[src/rtl/utf8r_pkg.sv]
// Shared types, constants and the lead byte classifier of the UTF-8 decoder.
// Used by the decode stage, the output stage, the interfaces and the checker.
package utf8r_pkg;

  localparam int UnitW  = 21;
  localparam int ByteW  = 8;
  localparam int NSlots = 4;
  localparam int CntW   = 3;

  typedef logic [UnitW-1:0] unit_t;
  typedef logic [ByteW-1:0] byte_t;
  typedef logic [CntW-1:0]  cnt_t;

  localparam unit_t ReplChar  = 21'h00FFFD;
  localparam unit_t MaxCp     = 21'h10FFFF;
  localparam unit_t HiSurBase = 21'h00D800;
  localparam unit_t LoSurBase = 21'h00DC00;
  localparam unit_t SurLast   = 21'h00DFFF;
  localparam unit_t SuppBase  = 21'h010000;
  localparam unit_t Min3Byte  = 21'h000800;
  localparam unit_t BmpLast   = 21'h00FFFF;
  localparam byte_t MinLead2  = 8'hC2;
  localparam byte_t MaxLead2  = 8'hDF;
  localparam byte_t MaxLead3  = 8'hEF;
  localparam byte_t MaxLead4  = 8'hF4;

  // Result units caused by one input item, ready for the output stage.
  typedef struct packed {
    cnt_t                   cnt;
    logic                   eot;
    unit_t [NSlots-1:0]     unit;
    logic  [NSlots-1:0]     repl;
  } bundle_t;

  // Sequence length announced by a lead byte; zero for a byte that cannot lead.
  function automatic logic [2:0] lead_len(input byte_t b);
    logic [2:0] len;
    len = 3'd0;
    if (b[7] == 1'b0) begin
      len = 3'd1;
    end else if (b >= MinLead2 && b <= MaxLead2) begin
      len = 3'd2;
    end else if (b > MaxLead2 && b <= MaxLead3) begin
      len = 3'd3;
    end else if (b > MaxLead3 && b <= MaxLead4) begin
      len = 3'd4;
    end
    return len;
  endfunction

endpackage

[src/rtl/utf8r_if.sv]
// Handshake channels of the UTF-8 decoder: byte input and code unit output.
// Depends on utf8r_pkg for the payload types.
interface utf8r_in_if;
  import utf8r_pkg::*;
  logic  valid;
  logic  ready;
  byte_t in_byte;
  logic  end_of_text;
  modport source (output valid, output in_byte, output end_of_text, input ready);
  modport sink (input valid, input in_byte, input end_of_text, output ready);
endinterface

interface utf8r_out_if;
  import utf8r_pkg::*;
  logic  valid;
  logic  ready;
  unit_t code_unit;
  logic  is_replacement;
  logic  last_of_run;
  logic  text_done;
  modport source (output valid, output code_unit, output is_replacement,
                  output last_of_run, output text_done, input ready);
  modport sink (input valid, input code_unit, input is_replacement,
                input last_of_run, input text_done, output ready);
endinterface

[src/rtl/utf8r_seq.sv]
// Decode stage: sequence state registers, mode register and the per-item decode.
// Depends on utf8r_pkg; feeds a bundle of up to four units to utf8r_emit.
module utf8r_seq import utf8r_pkg::*; (
  input  logic    clk,
  input  logic    rst_n,
  input  logic    cfg_wr_en,
  input  logic    cfg_wr_data,
  input  logic    take,
  input  byte_t   in_byte,
  input  logic    end_of_text,
  output bundle_t bundle
);

  logic       wide_r;
  logic [1:0] pend_r, pend_nxt;
  logic [2:0] exp_r, exp_nxt;
  unit_t      acc_r, acc_nxt;

  logic       is_cont;
  logic [2:0] llen;
  unit_t      lead_bits;
  unit_t      acc_shift;
  logic [1:0] pend_inc;
  logic       seq_done;
  logic       seq_ok;
  cnt_t       nrep;
  logic       has_cp;
  unit_t      cp;
  logic       two_units;
  cnt_t       ncp;
  unit_t      supp_off;
  unit_t      unit0;
  unit_t      unit1;

  // Decode one byte against the sequence in progress.
  always_comb begin
    is_cont   = (in_byte[7:6] == 2'b10);
    llen      = lead_len(in_byte);
    acc_shift = {acc_r[UnitW-7:0], in_byte[5:0]};
    pend_inc  = pend_r + 2'd1;
    seq_done  = ({1'b0, pend_inc} >= exp_r) || (pend_inc == 2'd0);

    // Payload bits of a lead byte by its length.
    unique case (llen)
      3'd2:    lead_bits = unit_t'(in_byte[4:0]);
      3'd3:    lead_bits = unit_t'(in_byte[3:0]);
      default: lead_bits = unit_t'(in_byte[2:0]);
    endcase

    // Overlong, surrogate and range checks on a complete sequence.
    seq_ok = 1'b1;
    if (exp_r == 3'd3 && acc_shift < Min3Byte) begin
      seq_ok = 1'b0;
    end
    if (exp_r == 3'd4 && acc_shift < SuppBase) begin
      seq_ok = 1'b0;
    end
    if (acc_shift >= HiSurBase && acc_shift <= SurLast) begin
      seq_ok = 1'b0;
    end
    if (acc_shift > MaxCp) begin
      seq_ok = 1'b0;
    end

    nrep     = '0;
    has_cp   = 1'b0;
    cp       = unit_t'(in_byte);
    pend_nxt = 2'd0;
    exp_nxt  = 3'd0;
    acc_nxt  = '0;

    if (pend_r != 2'd0 && is_cont) begin
      // Continuation of the sequence in progress.
      if (seq_done) begin
        if (seq_ok) begin
          has_cp = 1'b1;
          cp     = acc_shift;
        end else begin
          nrep = exp_r;
        end
      end else if (end_of_text) begin
        nrep = {1'b0, pend_inc};
      end else begin
        pend_nxt = pend_inc;
        exp_nxt  = exp_r;
        acc_nxt  = acc_shift;
      end
    end else begin
      // Buffered bytes of a broken sequence are replaced, then a new lead.
      nrep = {1'b0, pend_r};
      if (llen == 3'd0) begin
        nrep = nrep + 3'd1;
      end else if (llen == 3'd1) begin
        has_cp = 1'b1;
      end else if (end_of_text) begin
        nrep = nrep + 3'd1;
      end else begin
        pend_nxt = 2'd1;
        exp_nxt  = llen;
        acc_nxt  = lead_bits;
      end
    end

    // UTF-16 mode splits a supplementary code point into a surrogate pair.
    two_units = has_cp && !wide_r && (cp > BmpLast);
    supp_off  = cp - SuppBase;
    unit0     = two_units ? (HiSurBase + unit_t'(supp_off[19:10])) : cp;
    unit1     = LoSurBase + unit_t'(cp[9:0]);
    ncp       = has_cp ? (two_units ? cnt_t'(2) : cnt_t'(1)) : cnt_t'(0);

    // Replacements come first, then the code point units.
    bundle.cnt = nrep + ncp;
    bundle.eot = end_of_text;
    for (int i = 0; i < NSlots; i++) begin
      if (cnt_t'(i) < nrep) begin
        bundle.unit[i] = ReplChar;
        bundle.repl[i] = 1'b1;
      end else if (cnt_t'(i) == nrep) begin
        bundle.unit[i] = unit0;
        bundle.repl[i] = 1'b0;
      end else begin
        bundle.unit[i] = unit1;
        bundle.repl[i] = 1'b0;
      end
    end
  end

  // Mode register and sequence state.
  always_ff @(posedge clk) begin
    if (!rst_n) begin
      wide_r <= 1'b1;
      pend_r <= 2'd0;
      exp_r  <= 3'd0;
      acc_r  <= '0;
    end else begin
      if (cfg_wr_en) begin
        wide_r <= cfg_wr_data;
      end
      if (take) begin
        pend_r <= pend_nxt;
        exp_r  <= exp_nxt;
        acc_r  <= acc_nxt;
      end
    end
  end

endmodule

[src/rtl/utf8r_emit.sv]
// Output stage: result register that holds one item's units and sends them in order.
// Depends on utf8r_pkg and the utf8r_out_if channel.
module utf8r_emit import utf8r_pkg::*; (
  input  logic               clk,
  input  logic               rst_n,
  input  bundle_t            bundle,
  input  logic               take,
  output logic               can_take,
  utf8r_out_if.source        out_ch
);

  unit_t [NSlots-1:0] unit_r;
  logic  [NSlots-1:0] repl_r;
  cnt_t               left_r;
  logic               eot_r;
  logic               busy;
  logic               last;

  // A new item loads while the final unit of the previous one leaves.
  always_comb begin
    busy                  = (left_r != '0);
    last                  = (left_r == cnt_t'(1));
    can_take              = !busy || (out_ch.ready && last);
    out_ch.valid          = busy;
    out_ch.code_unit      = unit_r[0];
    out_ch.is_replacement = repl_r[0];
    out_ch.last_of_run    = last;
    out_ch.text_done      = last && eot_r;
  end

  // Count of units still to send.
  always_ff @(posedge clk) begin
    if (!rst_n) begin
      left_r <= '0;
    end else if (take) begin
      left_r <= bundle.cnt;
    end else if (busy && out_ch.ready) begin
      left_r <= left_r - cnt_t'(1);
    end
  end

  // Unit slots shift toward slot zero as units are taken.
  always_ff @(posedge clk) begin
    if (take) begin
      unit_r <= bundle.unit;
      repl_r <= bundle.repl;
      eot_r  <= bundle.eot;
    end else if (busy && out_ch.ready) begin
      unit_r <= {unit_t'(0), unit_r[NSlots-1:1]};
      repl_r <= {1'b0, repl_r[NSlots-1:1]};
    end
  end

endmodule

[src/rtl/utf8_decoder_with_replacement.sv]
// Streaming UTF-8 decoder with U+FFFD replacement.
// in_ch carries one byte per item with an end_of_text flag; out_ch carries
// 21-bit code units, each flagged as replacement, last of its byte's run and
// last of the text. cfg_wr_en/cfg_wr_data write the unit mode: 1 gives one
// unit per code point, 0 gives UTF-16 units with surrogate pairs.
// An accepted byte is decoded in the cycle it is accepted; its first unit is
// valid on out_ch in the next cycle. A byte that only extends a sequence gives
// no unit. A byte gives up to four units, sent one per cycle while out_ch.ready
// is high; the input takes one byte per cycle while each byte gives at most one
// unit and out_ch.ready is high, and the next byte is taken as the final unit
// of the byte before leaves, set by the single result register.
// Reset clears the sequence in progress and the result register and sets the
// mode to one unit per code point. While out_ch.ready is low the current
// unit holds and in_ch.ready drops once the result register is full.
// Depends on utf8r_pkg, utf8r_if, utf8r_seq and utf8r_emit.
module utf8_decoder_with_replacement import utf8r_pkg::*; (
  input  logic        clk,
  input  logic        rst_n,
  input  logic        cfg_wr_en,
  input  logic        cfg_wr_data,
  utf8r_in_if.sink    in_ch,
  utf8r_out_if.source out_ch
);

  bundle_t bundle;
  logic    take;
  logic    can_take;

  // Input handshake.
  assign in_ch.ready = can_take;
  assign take        = in_ch.valid && can_take;

  utf8r_seq u_seq (
    .clk         (clk),
    .rst_n       (rst_n),
    .cfg_wr_en   (cfg_wr_en),
    .cfg_wr_data (cfg_wr_data),
    .take        (take),
    .in_byte     (in_ch.in_byte),
    .end_of_text (in_ch.end_of_text),
    .bundle      (bundle)
  );

  utf8r_emit u_emit (
    .clk      (clk),
    .rst_n    (rst_n),
    .bundle   (bundle),
    .take     (take),
    .can_take (can_take),
    .out_ch   (out_ch)
  );

endmodule

[src/flat_wrapper.sv]
// flat-port wrapper written by rule: the top's interface ports become plain ports
module utf8_decoder_with_replacement_flat import utf8r_pkg::*;
  (clk, rst_n, cfg_wr_en, cfg_wr_data, in_ch_valid, in_ch_in_byte, in_ch_end_of_text, in_ch_ready, out_ch_valid, out_ch_code_unit, out_ch_is_replacement, out_ch_last_of_run, out_ch_text_done, out_ch_ready);
  utf8r_in_if in_ch_i ();
  utf8r_out_if out_ch_i ();
  input  logic clk;
  input  logic rst_n;
  input  logic cfg_wr_en;
  input  logic cfg_wr_data;
  input wire logic [$bits(in_ch_i.valid)-1:0] in_ch_valid;
  input wire logic [$bits(in_ch_i.in_byte)-1:0] in_ch_in_byte;
  input wire logic [$bits(in_ch_i.end_of_text)-1:0] in_ch_end_of_text;
  output wire logic [$bits(in_ch_i.ready)-1:0] in_ch_ready;
  output wire logic [$bits(out_ch_i.valid)-1:0] out_ch_valid;
  output wire logic [$bits(out_ch_i.code_unit)-1:0] out_ch_code_unit;
  output wire logic [$bits(out_ch_i.is_replacement)-1:0] out_ch_is_replacement;
  output wire logic [$bits(out_ch_i.last_of_run)-1:0] out_ch_last_of_run;
  output wire logic [$bits(out_ch_i.text_done)-1:0] out_ch_text_done;
  input wire logic [$bits(out_ch_i.ready)-1:0] out_ch_ready;
  assign in_ch_i.valid = in_ch_valid;
  assign in_ch_i.in_byte = in_ch_in_byte;
  assign in_ch_i.end_of_text = in_ch_end_of_text;
  assign in_ch_ready = in_ch_i.ready;
  assign out_ch_valid = out_ch_i.valid;
  assign out_ch_code_unit = out_ch_i.code_unit;
  assign out_ch_is_replacement = out_ch_i.is_replacement;
  assign out_ch_last_of_run = out_ch_i.last_of_run;
  assign out_ch_text_done = out_ch_i.text_done;
  assign out_ch_i.ready = out_ch_ready;
  utf8_decoder_with_replacement u_core (.clk(clk), .rst_n(rst_n), .cfg_wr_en(cfg_wr_en), .cfg_wr_data(cfg_wr_data), .in_ch(in_ch_i), .out_ch(out_ch_i));
endmodule
[config.mk]
export PLATFORM = sky130hd
export DESIGN_NAME = utf8_decoder_with_replacement_flat
export DESIGN_NICKNAME = d
export VERILOG_FILES = /design/src/rtl/utf8r_pkg.sv /design/src/rtl/utf8r_if.sv /design/src/rtl/utf8r_seq.sv /design/src/rtl/utf8r_emit.sv /design/src/rtl/utf8_decoder_with_replacement.sv /design/src/flat_wrapper.sv
export SDC_FILE = /design/constraint.sdc
export NUM_CORES = 1
export LEC_CHECK = 0
export BUFFER_PORTS_ARGS = -buffer_cell sky130_fd_sc_hd__buf_4
export CELL_PAD_IN_SITES_DETAIL_PLACEMENT = 1
export CELL_PAD_IN_SITES_GLOBAL_PLACEMENT = 1
export CORE_UTILIZATION = 40
export DETAILED_ROUTE_END_ITERATION = 8
export PLACE_DENSITY = 0.64
export SLEW_MARGIN = 20
export SYNTH_ARGS = -nofsm -noshare
export SYNTH_HDL_FRONTEND = slang
export SYNTH_HIERARCHICAL = 1
export SYNTH_SLANG_ARGS = --single-unit
[constraint.sdc]
create_clock -name clk -period 9.5 [get_ports clk]
set_input_delay 1.425 -clock clk [delete_from_list [all_inputs] [get_ports clk]]
set_output_delay 1.425 -clock clk [all_outputs]
set_load 0.01 [all_outputs]
==> results.ini <==
[clock_network]
cts_tree=done
clkSlewWorstSetupHoldPaths_ps=50
cts.sinks=113
cts_buffers=17
cts_buffer_depth=2
postCtsSetupBuffers=0
clock-root-buffer=clkbuf_16
ctsHoldBuffers=0
post_cts_resized=0
h-tree-depth=4
clock_latency_ps=410

[logic_synthesis]
yosysWarnings=6
syn_area_um2=6330
syn_inst=549
synth_ff_type=edfxtp_1
syn_area_per_cell_um2=11.5
synth_seq_cells=113
synth_cell_types=58
ys_async_sr_fraction_pct=0
ys_seq_area_share_pct=49.8
synth_edf_count=89

[worst_setup_path]
worstPathRequired_ps=9800
worstPathArrival_ps=4650
critPathCaptureType=flop
crit_type=in -> reg
startpoint_type=input pin
crit_fanout=13

[sta]
fin_skew_ps=9.13
min_period_ps=4350
rsz0062_at_grt=false
slew_viol_final=0
timing.fmax_mhz=230
tightest_slew_ps=1070
setup_violations=0
tns_ps=0
finalCritPeriodShare_pct=45.8
final_hold_viol_count=0
fin_ws_ps=5150
maxSlewHeadroom_pct=28.7

[detailed_routing]
wire_per_inst_um=18.6
final_antenna_net_count=0
vias_per_cell=5.21
num_vias=4067
drt_pass1_iterations=4
drc=0
wirelength_um=14500
drt_iter0_drc=282

[finish]
post-route-util_pct=46.0
antenna_cells=0
nNetsFinal=585
stdcell_area_um2=7050
final_cells=781
drive_gt1_share_pct=27.4
mostFrequentLayoutCells=edfxtp_1 (89), mux2_2 (66), buf_4 (45), nand2_1 (40), and2_1 (28)
layout_commonest_cell=edfxtp_1
syn2layout_area_growth_pct=11.4
fill_cells=1676

[floorplan]
die_y_um=128
rows=45
fp.dieW_um=128
core_um2=15300
dieArea_um2=16300
io_pins=41
initial_core_util_pct=41.3

[grt]
grt_pass1_wl_um=23700
grt_max_degree=82
grt_pass1_vias=4317
grt_overflow=0
antenna_found_initial=0
track_usage_pct=19.3

[place]
placed_cells_incl_taps=749
dp_hpwl_um=9770
dpl-instance-area_um2=6490
dp_slack_ps=4770
io_buffers=40
place_congestion=0.857

[pwr]
peakVddDrop_mv=0.278
p_per_area_nw_per_um2=331
leakagePower_nw=2.72

[hold_path]
worstHoldPathType=reg -> reg

[job]
maxCapViolCount=0

[status]
status=finished clean

state kept, by name, indices dropped and copies added, names as in the netlist:
name	cells
u_core/u_emit/eot_r	1
u_core/u_emit/left_r	3
u_core/u_emit/out_ch.code_unit	21
u_core/u_emit/repl_r	4
u_core/u_emit/unit_r	63
u_core/u_seq/acc_r	15
u_core/u_seq/exp_r	3
u_core/u_seq/pend_r	2
u_core/u_seq/wide_r	1
cell families after synthesis:
group	synth area share, %
xor gates and xnor gates	0.138
buffers and inverters	9.55
AOI/OAI and AO/OA	9.70
and+or+nand+nor	13.8
other	0.0592
DFF	49.8
muxes	14.3
adders and majority gates	2.69
power breakdown:
| group | switching [W] | leakage, nW | total [W] | internal, W |
|---|---|---|---|---|
| logic | 0.000445 | 1.38 | 0.000794 | 0.000349 |
| clock network | 0.000211 | 0.276 | 0.000607 | 0.000396 |
| registers | 0.0000697 | 1.07 | 0.000933 | 0.000864 |
Yosys cell counts, types with 2 or more instances:
cell type | instances | area share (%)
nor3_1 | 5 | 0.40
buf_4 | 38 | 4.5
nor2b_1 | 11 | 1.1
nand3_1 | 27 | 2.1
o211ai_2 | 8 | 1.6
buf_1 | 2 | 0.12
a21oi_1 | 10 | 0.79
dfxtp_1 | 24 | 7.6
ha_1 | 12 | 2.4
nand2_1 | 41 | 2.4
a31oi_1 | 2 | 0.20
nand4_1 | 5 | 0.49
or3_1 | 2 | 0.20
nor4_1 | 3 | 0.30
inv_1 | 24 | 1.4
nor2_1 | 22 | 1.3
mux2i_1 | 16 | 2.5
and2_1 | 29 | 2.9
buf_6 | 8 | 1.4
clkbuf_1 | 14 | 0.83
a211o_1 | 3 | 0.42
and3_1 | 9 | 0.89
and4_1 | 2 | 0.28
mux2_2 | 66 | 12
clkbuf_8 | 4 | 0.87
o211a_1 | 2 | 0.32
o21ai_0 | 12 | 0.95
nand2b_1 | 6 | 0.59
edfxtp_1 | 89 | 42
buf_2 | 4 | 0.32
o2111ai_1 | 10 | 1.4
o31ai_1 | 2 | 0.24
o211ai_1 | 2 | 0.24
o21ai_1 | 4 | 0.32
a21boi_0 | 8 | 0.95
worst max-delay path, cell delays in order:
cell and delay [ps]:
buf_4 130, nor4_1 390, a22oi_1 220, o21ai_0 360, mux2i_1 370, and3_1 460, inv_1 380, fa_1 520
xor2_1 170, o21ai_0 160, a21oi_1 50
area by class of cell:
cell class | instances | area, µm² | area share, %
Clock buffer | 25 | 475 | 6.74
Clock inverter | 7 | 83.8 | 1.19
Inverter | 25 | 93.8 | 1.33
Multi-Input combinational cell | 355 | 2640 | 37.5
Sequential cell | 113 | 3150 | 44.7
Tap cell | 211 | 264 | 3.74
Timing Repair Buffer | 45 | 338 | 4.79
path summary, 6_finish.rpt:
path	cells after the start	slack, ps	endpoint	from
worst max-delay path	11	5150	u_core/u_emit/left_r[2]	in_ch_in_byte[5]
worst min-delay path	2	540	u_core/u_seq/exp_r[2]	u_core/u_seq/exp_r[2]
worst max register to register	17	5520	u_core/u_emit/left_r[1]	u_core/u_seq/pend_r[0]
worst min register to register	2	540	u_core/u_seq/exp_r[2]	u_core/u_seq/exp_r[2]
metrics by stage:
step | total power [W] | hold slack, ps
after detailed placement | 0.00175 | 528
after floorplan | 0.00159 | 476
after global placement | 0.00173 | 523
after CTS | 0.00237 | 533
after global routing | 0.00248 | 553
final | 0.00233 | 536
routing by layer:
metal / vias to the layer above / track usage [%] / share of wire, % / routed length [µm]
met3: 7 / 4.42 / 3.2 / 465
met2: 53 / 31.5 / 48 / 7000
met4: 0 / 5.40 / 0.84 / 122
met1: 2044 / 25.7 / 48 / 6900
li1: 1963 / - / - / -
met5: - / 0 / 0 / 0
No activity file was read; power rests on OpenSTA's default activity.
